`config.mk`:
```
export PLATFORM = sky130hd
export DESIGN_NAME = priority_interrupt_dispatcher_core
export DESIGN_NICKNAME = d
export VERILOG_FILES = /design/src/rtl/core/pid_pkg.sv /design/src/rtl/core/priority_interrupt_dispatcher_core.sv /design/src/rtl/core/pid_ram.sv /design/src/rtl/core/pid_front.sv /design/src/rtl/core/pid_back.sv
export SDC_FILE = /design/constraint.sdc
export NUM_CORES = 1
export LEC_CHECK = 0
export ABC_AREA = 1
export CAP_MARGIN = 20
export CELL_PAD_IN_SITES_DETAIL_PLACEMENT = 0
export CELL_PAD_IN_SITES_GLOBAL_PLACEMENT = 1
export CORE_MARGIN = 1.5
export CORE_UTILIZATION = 45
export DETAILED_ROUTE_END_ITERATION = 6
export DONT_BUFFER_PORTS = 1
export GPL_ROUTABILITY_DRIVEN = 0
export GPL_TIMING_DRIVEN = 0
export PLACE_DENSITY_LB_ADDON = 0.1
export SKIP_CTS_REPAIR_TIMING = 1
export SYNTH_ARGS = -nofsm -noshare
export SYNTH_HDL_FRONTEND = slang
export SYNTH_SLANG_ARGS = --single-unit
```
`constraint.sdc`:
```
create_clock -name clk_i -period 3.95 [get_ports clk_i]
set_input_delay 0.1975 -clock clk_i [delete_from_list [all_inputs] [get_ports clk_i]]
set_output_delay 0.1975 -clock clk_i [all_outputs]
set_load 0.05 [all_outputs]
```
`src/rtl/core/pid_pkg.sv`:
```
// ----------------------------------------------------------------------------
// pid_pkg
// Shared types and constants of the priority interrupt dispatcher.
// ----------------------------------------------------------------------------
package pid_pkg;

  localparam int unsigned NORMAL_DEPTH_DEF = 16;
  localparam int unsigned LOW_DEPTH_DEF    = 16;

  localparam int unsigned DEV_W     = 3;
  localparam int unsigned CLASS_W   = 2;
  localparam int unsigned STATUS_W  = 2;
  localparam int unsigned PENDING_W = 5;

  localparam logic [DEV_W-1:0] DEV_LIMIT = 3'd4;

  typedef enum logic [1:0] {
    OP_HIGH   = 2'd0,
    OP_NORMAL = 2'd1,
    OP_LOW    = 2'd2,
    OP_TICK   = 2'd3
  } op_e;

  typedef enum logic [CLASS_W-1:0] {
    CLS_HIGH   = 2'd0,
    CLS_NORMAL = 2'd1,
    CLS_LOW    = 2'd2,
    CLS_NONE   = 2'd3
  } cls_e;

  typedef enum logic [STATUS_W-1:0] {
    STAT_DISPATCHED = 2'd0,
    STAT_INVALID    = 2'd1,
    STAT_FULL       = 2'd2,
    STAT_UNUSED     = 2'd3
  } status_e;

  localparam logic CMD_POST = 1'b0;
  localparam logic CMD_TICK = 1'b1;

  typedef struct packed {
    op_e              op;
    logic [DEV_W-1:0] dev;
  } cmd_t;

  typedef struct packed {
    logic [DEV_W-1:0]     target_device;
    status_e              status;
    cls_e                 served_class;
    logic [PENDING_W-1:0] normal_pending;
    logic [PENDING_W-1:0] low_pending;
  } res_t;

endpackage

```
`src/rtl/core/priority_interrupt_dispatcher_core.sv`:
```
// ----------------------------------------------------------------------------
// priority_interrupt_dispatcher_core
// Strict-priority interrupt dispatcher with a normal and a low FIFO.
// ----------------------------------------------------------------------------
// Items enter through a queue-style port (push/full) and results leave through
// one (empty/pop). A front stage classifies each item into a two-entry command
// queue at one item per cycle while it is not full; the back stage executes one
// command at a time. Posts run in ST_IDLE; a tick that finds an entry also
// passes ST_READ for the registered FIFO memory read. Queued posts, class 3
// posts and ticks on empty FIFOs give no result. Results wait in a two-entry
// output queue, so the back stage runs on while the consumer stalls, until it fills.
module priority_interrupt_dispatcher_core #(
  parameter int unsigned NORMAL_DEPTH = pid_pkg::NORMAL_DEPTH_DEF,
  parameter int unsigned LOW_DEPTH    = pid_pkg::LOW_DEPTH_DEF
) (
  input  logic       clk_i,
  input  logic       rst_ni,
  input  logic       push,
  output logic       full,
  input  logic       command_i,
  input  logic [1:0] priority_class_i,
  input  logic [2:0] device_code_i,
  output logic       empty,
  input  logic       pop,
  output logic [2:0] target_device_o,
  output logic [1:0] status_o,
  output logic [1:0] served_class_o,
  output logic [4:0] normal_pending_o,
  output logic [4:0] low_pending_o
);
  import pid_pkg::*;

  logic cmd_valid, cmd_pop, res_valid;
  cmd_t cmd;
  res_t res;

  pid_front u_front (
    .clk_i            (clk_i),
    .rst_ni           (rst_ni),
    .push             (push),
    .full             (full),
    .command_i        (command_i),
    .priority_class_i (priority_class_i),
    .device_code_i    (device_code_i),
    .cmd_valid_o      (cmd_valid),
    .cmd_o            (cmd),
    .cmd_pop_i        (cmd_pop)
  );

  pid_back #(
    .NormalDepth (NORMAL_DEPTH),
    .LowDepth    (LOW_DEPTH)
  ) u_back (
    .clk_i       (clk_i),
    .rst_ni      (rst_ni),
    .cmd_valid_i (cmd_valid),
    .cmd_i       (cmd),
    .cmd_pop_o   (cmd_pop),
    .res_valid_o (res_valid),
    .res_o       (res),
    .res_pop_i   (pop)
  );

  assign empty            = !res_valid;
  assign target_device_o  = res.target_device;
  assign status_o         = res.status;
  assign served_class_o   = res.served_class;
  assign normal_pending_o = res.normal_pending;
  assign low_pending_o    = res.low_pending;

endmodule

```
`src/rtl/core/pid_ram.sv`:
```
// ----------------------------------------------------------------------------
// pid_ram
// Generic single-write, single-read RAM with registered read data.
// ----------------------------------------------------------------------------
module pid_ram #(
  parameter int unsigned Width = 3,
  parameter int unsigned Depth = 16
) (
  input  logic                     clk_i,
  input  logic                     we_i,
  input  logic [$clog2(Depth)-1:0] waddr_i,
  input  logic [Width-1:0]         wdata_i,
  input  logic [$clog2(Depth)-1:0] raddr_i,
  output logic [Width-1:0]         rdata_o
);

  logic [Width-1:0] mem_q [Depth];
  logic [Width-1:0] rdata_q;

  always_ff @(posedge clk_i) begin
    if (we_i) begin
      mem_q[waddr_i] <= wdata_i;
    end
    rdata_q <= mem_q[raddr_i];
  end

  assign rdata_o = rdata_q;

endmodule

```
`src/rtl/core/pid_front.sv`:
```
// ----------------------------------------------------------------------------
// pid_front
// Accepts posts and ticks, classifies them and queues the resulting commands.
// ----------------------------------------------------------------------------
module pid_front (
  input  logic                  clk_i,
  input  logic                  rst_ni,
  input  logic                  push,
  output logic                  full,
  input  logic                  command_i,
  input  logic [1:0]            priority_class_i,
  input  logic [2:0]            device_code_i,
  output logic                  cmd_valid_o,
  output pid_pkg::cmd_t         cmd_o,
  input  logic                  cmd_pop_i
);
  import pid_pkg::*;

  cmd_t       slot_q [2];
  logic       wr_ptr_q, rd_ptr_q;
  logic [1:0] cnt_q, cnt_d;
  logic       accept, keep, do_push, do_pop;
  cmd_t       cls_cmd;

  // classify the incoming item
  always_comb begin
    cls_cmd.dev = device_code_i;
    cls_cmd.op  = OP_TICK;
    keep        = 1'b1;
    if (command_i == CMD_POST) begin
      case (priority_class_i)
        CLS_HIGH:   cls_cmd.op = OP_HIGH;
        CLS_NORMAL: cls_cmd.op = OP_NORMAL;
        CLS_LOW:    cls_cmd.op = OP_LOW;
        default:    keep = 1'b0;
      endcase
    end
  end

  assign full    = (cnt_q == 2'd2);
  assign accept  = push && !full;
  assign do_push = accept && keep;
  assign do_pop  = cmd_pop_i && (cnt_q != 2'd0);

  always_comb begin
    cnt_d = cnt_q;
    if (do_push && !do_pop) begin
      cnt_d = cnt_q + 2'd1;
    end else if (!do_push && do_pop) begin
      cnt_d = cnt_q - 2'd1;
    end
  end

  always_ff @(posedge clk_i or negedge rst_ni) begin
    if (!rst_ni) begin
      wr_ptr_q <= 1'b0;
      rd_ptr_q <= 1'b0;
      cnt_q    <= 2'd0;
    end else begin
      cnt_q <= cnt_d;
      if (do_push) begin
        wr_ptr_q <= ~wr_ptr_q;
      end
      if (do_pop) begin
        rd_ptr_q <= ~rd_ptr_q;
      end
    end
  end

  always_ff @(posedge clk_i) begin
    if (do_push) begin
      slot_q[wr_ptr_q] <= cls_cmd;
    end
  end

  assign cmd_valid_o = (cnt_q != 2'd0);
  assign cmd_o       = slot_q[rd_ptr_q];

endmodule

```
`src/rtl/core/pid_back.sv`:
```
// ----------------------------------------------------------------------------
// pid_back
// Executes queued commands on the normal and low FIFOs and queues results.
// ----------------------------------------------------------------------------
module pid_back #(
  parameter int unsigned NormalDepth = pid_pkg::NORMAL_DEPTH_DEF,
  parameter int unsigned LowDepth    = pid_pkg::LOW_DEPTH_DEF
) (
  input  logic          clk_i,
  input  logic          rst_ni,
  input  logic          cmd_valid_i,
  input  pid_pkg::cmd_t cmd_i,
  output logic          cmd_pop_o,
  output logic          res_valid_o,
  output pid_pkg::res_t res_o,
  input  logic          res_pop_i
);
  import pid_pkg::*;

  localparam int unsigned NAW = $clog2(NormalDepth);
  localparam int unsigned LAW = $clog2(LowDepth);
  localparam int unsigned NCW = $clog2(NormalDepth + 1);
  localparam int unsigned LCW = $clog2(LowDepth + 1);

  typedef enum logic [1:0] {
    ST_IDLE = 2'b01,
    ST_READ = 2'b10
  } state_e;

  state_e           state_q, state_d;
  cls_e             sel_q, sel_d;
  logic [NAW-1:0]   n_head_q, n_head_d, n_tail_q, n_tail_d;
  logic [NCW-1:0]   n_cnt_q, n_cnt_d;
  logic [LAW-1:0]   l_head_q, l_head_d, l_tail_q, l_tail_d;
  logic [LCW-1:0]   l_cnt_q, l_cnt_d;
  logic             n_we, l_we;
  logic [DEV_W-1:0] n_rdata, l_rdata, rd_dev;
  logic             n_full, l_full;
  logic [NAW-1:0]   n_head_inc, n_tail_inc;
  logic [LAW-1:0]   l_head_inc, l_tail_inc;

  res_t             res_slot_q [2];
  logic             res_wr_q, res_rd_q;
  logic [1:0]       res_cnt_q, res_cnt_d;
  logic             res_push, res_pop, res_room;
  res_t             res_in;

  pid_ram #(.Width(DEV_W), .Depth(NormalDepth)) u_normal_ram (
    .clk_i   (clk_i),
    .we_i    (n_we),
    .waddr_i (n_tail_q),
    .wdata_i (cmd_i.dev),
    .raddr_i (n_head_q),
    .rdata_o (n_rdata)
  );

  pid_ram #(.Width(DEV_W), .Depth(LowDepth)) u_low_ram (
    .clk_i   (clk_i),
    .we_i    (l_we),
    .waddr_i (l_tail_q),
    .wdata_i (cmd_i.dev),
    .raddr_i (l_head_q),
    .rdata_o (l_rdata)
  );

  assign n_full     = (n_cnt_q == NCW'(NormalDepth));
  assign l_full     = (l_cnt_q == LCW'(LowDepth));
  assign n_head_inc = (n_head_q == NAW'(NormalDepth - 1)) ? '0 : n_head_q + 1'b1;
  assign n_tail_inc = (n_tail_q == NAW'(NormalDepth - 1)) ? '0 : n_tail_q + 1'b1;
  assign l_head_inc = (l_head_q == LAW'(LowDepth - 1)) ? '0 : l_head_q + 1'b1;
  assign l_tail_inc = (l_tail_q == LAW'(LowDepth - 1)) ? '0 : l_tail_q + 1'b1;
  assign rd_dev     = (sel_q == CLS_NORMAL) ? n_rdata : l_rdata;
  assign res_room   = (res_cnt_q != 2'd2);

  always_comb begin
    state_d   = state_q;
    sel_d     = sel_q;
    n_head_d  = n_head_q;
    n_tail_d  = n_tail_q;
    n_cnt_d   = n_cnt_q;
    l_head_d  = l_head_q;
    l_tail_d  = l_tail_q;
    l_cnt_d   = l_cnt_q;
    n_we      = 1'b0;
    l_we      = 1'b0;
    cmd_pop_o = 1'b0;
    res_push  = 1'b0;
    res_in.target_device  = cmd_i.dev;
    res_in.status         = (cmd_i.dev < DEV_LIMIT) ? STAT_DISPATCHED : STAT_INVALID;
    res_in.served_class   = CLS_HIGH;
    res_in.normal_pending = PENDING_W'(n_cnt_q);
    res_in.low_pending    = PENDING_W'(l_cnt_q);
    case (state_q)
      ST_IDLE: begin
        if (cmd_valid_i && res_room) begin
          cmd_pop_o = 1'b1;
          case (cmd_i.op)
            OP_HIGH: begin
              res_push = 1'b1;
            end
            OP_NORMAL: begin
              if (n_full) begin
                res_push            = 1'b1;
                res_in.status       = STAT_FULL;
                res_in.served_class = CLS_NORMAL;
              end else begin
                n_we     = 1'b1;
                n_tail_d = n_tail_inc;
                n_cnt_d  = n_cnt_q + 1'b1;
              end
            end
            OP_LOW: begin
              if (l_full) begin
                res_push            = 1'b1;
                res_in.status       = STAT_FULL;
                res_in.served_class = CLS_LOW;
              end else begin
                l_we     = 1'b1;
                l_tail_d = l_tail_inc;
                l_cnt_d  = l_cnt_q + 1'b1;
              end
            end
            OP_TICK: begin
              if (n_cnt_q != '0) begin
                sel_d    = CLS_NORMAL;
                n_head_d = n_head_inc;
                n_cnt_d  = n_cnt_q - 1'b1;
                state_d  = ST_READ;
              end else if (l_cnt_q != '0) begin
                sel_d    = CLS_LOW;
                l_head_d = l_head_inc;
                l_cnt_d  = l_cnt_q - 1'b1;
                state_d  = ST_READ;
              end
            end
            default: ;
          endcase
        end
      end
      ST_READ: begin
        res_push             = 1'b1;
        res_in.target_device = rd_dev;
        res_in.status        = (rd_dev < DEV_LIMIT) ? STAT_DISPATCHED : STAT_INVALID;
        res_in.served_class  = sel_q;
        state_d              = ST_IDLE;
      end
      default: state_d = ST_IDLE;
    endcase
  end

  // result queue
  assign res_pop = res_pop_i && (res_cnt_q != 2'd0);

  always_comb begin
    res_cnt_d = res_cnt_q;
    if (res_push && !res_pop) begin
      res_cnt_d = res_cnt_q + 2'd1;
    end else if (!res_push && res_pop) begin
      res_cnt_d = res_cnt_q - 2'd1;
    end
  end

  always_ff @(posedge clk_i or negedge rst_ni) begin
    if (!rst_ni) begin
      state_q   <= ST_IDLE;
      sel_q     <= CLS_NORMAL;
      n_head_q  <= '0;
      n_tail_q  <= '0;
      n_cnt_q   <= '0;
      l_head_q  <= '0;
      l_tail_q  <= '0;
      l_cnt_q   <= '0;
      res_wr_q  <= 1'b0;
      res_rd_q  <= 1'b0;
      res_cnt_q <= 2'd0;
    end else begin
      state_q   <= state_d;
      sel_q     <= sel_d;
      n_head_q  <= n_head_d;
      n_tail_q  <= n_tail_d;
      n_cnt_q   <= n_cnt_d;
      l_head_q  <= l_head_d;
      l_tail_q  <= l_tail_d;
      l_cnt_q   <= l_cnt_d;
      res_cnt_q <= res_cnt_d;
      if (res_push) begin
        res_wr_q <= ~res_wr_q;
      end
      if (res_pop) begin
        res_rd_q <= ~res_rd_q;
      end
    end
  end

  always_ff @(posedge clk_i) begin
    if (res_push) begin
      res_slot_q[res_wr_q] <= res_in;
    end
  end

  assign res_valid_o = (res_cnt_q != 2'd0);
  assign res_o       = res_slot_q[res_rd_q];

endmodule
```
==> results.txt <==
outcome: completed
ys flop type: edfxtp_1
nets@finish: 810
H-tree depth: 4
Leak: 0.00359 uW
total nets after synthesis: 779
power density over cell area: 805 mW/mm^2
Slew Viols, Final: 0
Mapped Area: 0.00817 sq mm
Fmax: 332 MHz
chip width: 138 um
largest family of logic cells by synthesized area: simple AND/OR/NAND/NOR gates
Routed Antenna Nets: 0
setup_tns: 0 ns
fill count: 1575
Crit Path Class: flip-flop to flip-flop
DRT Pass-1 Iters: 4
GRT Total Usage: 0.185
Post-DP HPWL: 11600 um
number of enable flip-flop cells after synthesis: 140
Core ar.: 0.0179 sq mm
worst hold path depth: 2
Startpoint Class: flip-flop
clk slew on worst S/H paths: 0.06 ns
first-pass GRT wire length: 26000 um
CTS tree: built
Final Hold Viols: 0
Req. time, crit path: 4.08 ns
post-synthesis simple-gate area fraction: 0.162
Clock Skew: 0.00778 ns
actual slew at the worst max-slew pin: 0.884 ns
CP Cell Sequence: buf_2 -> o21ai_0 -> inv_1 -> ha_1 -> buf_2 -> nor2_1 -> nand2_1 -> nand2_1 -> nand2_1 -> nor2_1 -> buf_4
Final min period: 3.01 ns
# rows: 49
end of the worst register-to-register path: u_back.res_slot_q[1][5]
Worst Reg2Reg Path Length in Cells: 11
crit end category: flip-flop
hold crit path type: input pin to flip-flop
XOR/XNOR Fraction of Synth Area: 0.0204
drc violations: 0
max_slew headroom: 0.408
vias per cell: 5.05
largest net degree at the start of global routing: 39
Worst-Skew Late Latency: 0.43 ns
Period Utilization, post-route: 0.763
mux contribution to synthesized area: 0
number of buffers and inverters on the critical path: 4
WHS Endpoint: u_back.res_rd_q
crit-path max FO: 11
wirelength, routed: 16200 um
Die Y-Extent: 138 um
critical path's most frequent cell: nand2_1
Compound-Gate Fraction of Synth Area: 0.0856
CTS Sinks: 184
Max Cap Viol: 0
Mapped Cells: 743
setup violators final: 0
initial antenna violation count: 0
Inserted Diodes: 0
CP top delay family: buffers and inverters
Area growth, synth to finish: 13.3%
share of cells above drive strength 1: 0.0991
post-synth top area share: 0.515
vias in the first global route: 5031
max incr delay on CP: 0.42 ns
async set or reset register ratio after synthesis: 0.207
Syn Area/Cell: 11.0 sq um
Seq cells post-synth: 184
WP data arrival: 3.14 ns
slowest CP cell: o21ai_0
top cells by area, synth: edfxtp_1, dfrtp_1, nand2_1
WL/cell: 15.9 um
post-synthesis sequential area ratio: 0.646
vias: 5128
Yosys cell types: 39
Port Buffer Count: 0
RSZ-0062 raised after global routing: false
Hold Slack: 0.00676 ns
worst r2r src: u_front.rd_ptr_q
Yosys top cell by area: edfxtp_1
clk root buf: clkbuf_16
reg-to-reg setup timing slack: 0.94 ns
TritonCTS buffer count: 17
hold path start: pop
VDD IR max: 388 uV
Clock Tree Buf Depth: 2
initial core utilization: 0.456
DRT iter0 DRCs: 326
total gr overflow: 0
Die ar.: 0.0190 sq mm
Warnings, synthesis: 0
IO Count: 29
adder-cell area share of the yosys netlist: 0.0417
-- Yosys cell counts (10+ instances only) --
cell      count
dfrtp_1      36
nand2_1     132
o22ai_1      14
nor2_1      109
xor2_1       13
inv_1        60
o21ai_0      76
inv_2        10
a21oi_1      13
ha_1         24
edfxtp_1    140
o211ai_1     15
nand3_1      27
-- area by class of cell --
cell class / instances / area [sq um] / area share
clock inverter: 11 / 174 / 0.0188
timing repair buffer: 12 / 188 / 0.0203
buffer: 18 / 82.6 / 0.00892
multi-input combinational: 468 / 2530 / 0.273
sequential: 184 / 5280 / 0.570
inverter: 73 / 279 / 0.0301
clock buffer: 21 / 440 / 0.0476
tap: 229 / 287 / 0.0310
-- placed cells by master (no fill, tap or decap), types with 2 or more instances in the layout --
| cell type | instances |
|---|---|
| inv_1 | 60 |
| o211ai_1 | 15 |
| nor2_1 | 109 |
| xor2_1 | 13 |
| o21ai_0 | 76 |
| edfxtp_1 | 140 |
| clkinvlp_4 | 3 |
| ha_1 | 24 |
| fa_1 | 2 |
| o21ai_1 | 4 |
| dfrtp_1 | 36 |
| nor2_8 | 2 |
| clkbuf_1 | 11 |
| dfstp_2 | 2 |
| buf_4 | 2 |
| o21ai_2 | 2 |
| nand2_1 | 132 |
| dlygate4sd3_1 | 7 |
| o22ai_1 | 14 |
| nor2_2 | 2 |
| clkbuf_16 | 17 |
| inv_2 | 10 |
| or2_2 | 3 |
| nor2_4 | 3 |
| a21oi_1 | 13 |
| clkinv_4 | 3 |
| nand2_2 | 2 |
| xnor2_1 | 6 |
| buf_2 | 9 |
| nand4_1 | 9 |
| nand2_4 | 3 |
| buf_16 | 4 |
| nand3_1 | 27 |
| bufinv_16 | 4 |
| dfxtp_1 | 6 |
| clkinv_1 | 2 |
-- state kept, by name, indices dropped and copies added (netlist names), 5 cells and up --
signal,flops
u_back.u_normal_ram.mem_q,48
u_back.u_low_ram.mem_q,48
u_back.l_cnt_q,5
u_front.slot_q,10
u_back.n_cnt_q,5
u_back.res_slot_q,34
-- per-layer routing --
layer | part of all wire | wire length [um] | global-route usage
met5 | 0 | 0 | 0
met1 | 0.46 | 7360 | 0.239
met4 | 0.018 | 284 | 0.0683
met3 | 0.034 | 557 | 0.0342
met2 | 0.49 | 7960 | 0.313
-- per-stage QoR --
| step | cells | util | cell area, sq um | power [uW] | setup WS (ns) |
|---|---|---|---|---|---|
| global placement | 972 | 0.472 | 8450 | 5580 | 0.458 |
| finish | 1016 | 0.517 | 9260 | 7450 | 0.937 |
| global route | 1016 | 0.517 | 9260 | 7990 | 0.673 |
| CTS | 1007 | 0.510 | 9130 | 7490 | 0.859 |
| floorplan | 743 | - | 8170 | 4940 | 1.20 |
| detailed placement | 975 | 0.476 | 8520 | 5720 | 0.877 |
-- power breakdown --
group | internal (uW) | switching [uW] | leakage (uW)
sequential | 2600 | 223 | 0.00179
clock | 1060 | 699 | 0.000288
combinational | 841 | 2020 | 0.00151
-- kinds of logic after synthesis --
| family | Yosys count |
|---|---|
| AND/OR/NAND/NOR | 297 |
| AO/OA/AOI/OAI | 126 |
| adder cells (fa/ha/maj) | 26 |
| XOR/XNOR | 19 |
| flip-flops | 184 |
| buffers and inverters | 91 |
-- worst max-delay path by stage --
stage	from	end	slack, ns	cells past startpoint
floorplan	u_front.rd_ptr_q	u_back.res_slot_q[1][0]	1.20	10
detailed placement	u_front.rd_ptr_q	u_back.res_slot_q[1][3]	0.88	11
finish	u_front.rd_ptr_q	u_back.res_slot_q[1][5]	0.94	11
global placement	u_front.rd_ptr_q	u_back.res_slot_q[1][2]	0.46	10
CTS	u_front.rd_ptr_q	u_back.res_slot_q[1][5]	0.86	11
global route	u_front.rd_ptr_q	u_back.n_cnt_q[4]	0.67	15
Power figures use the tool's default switching activity.
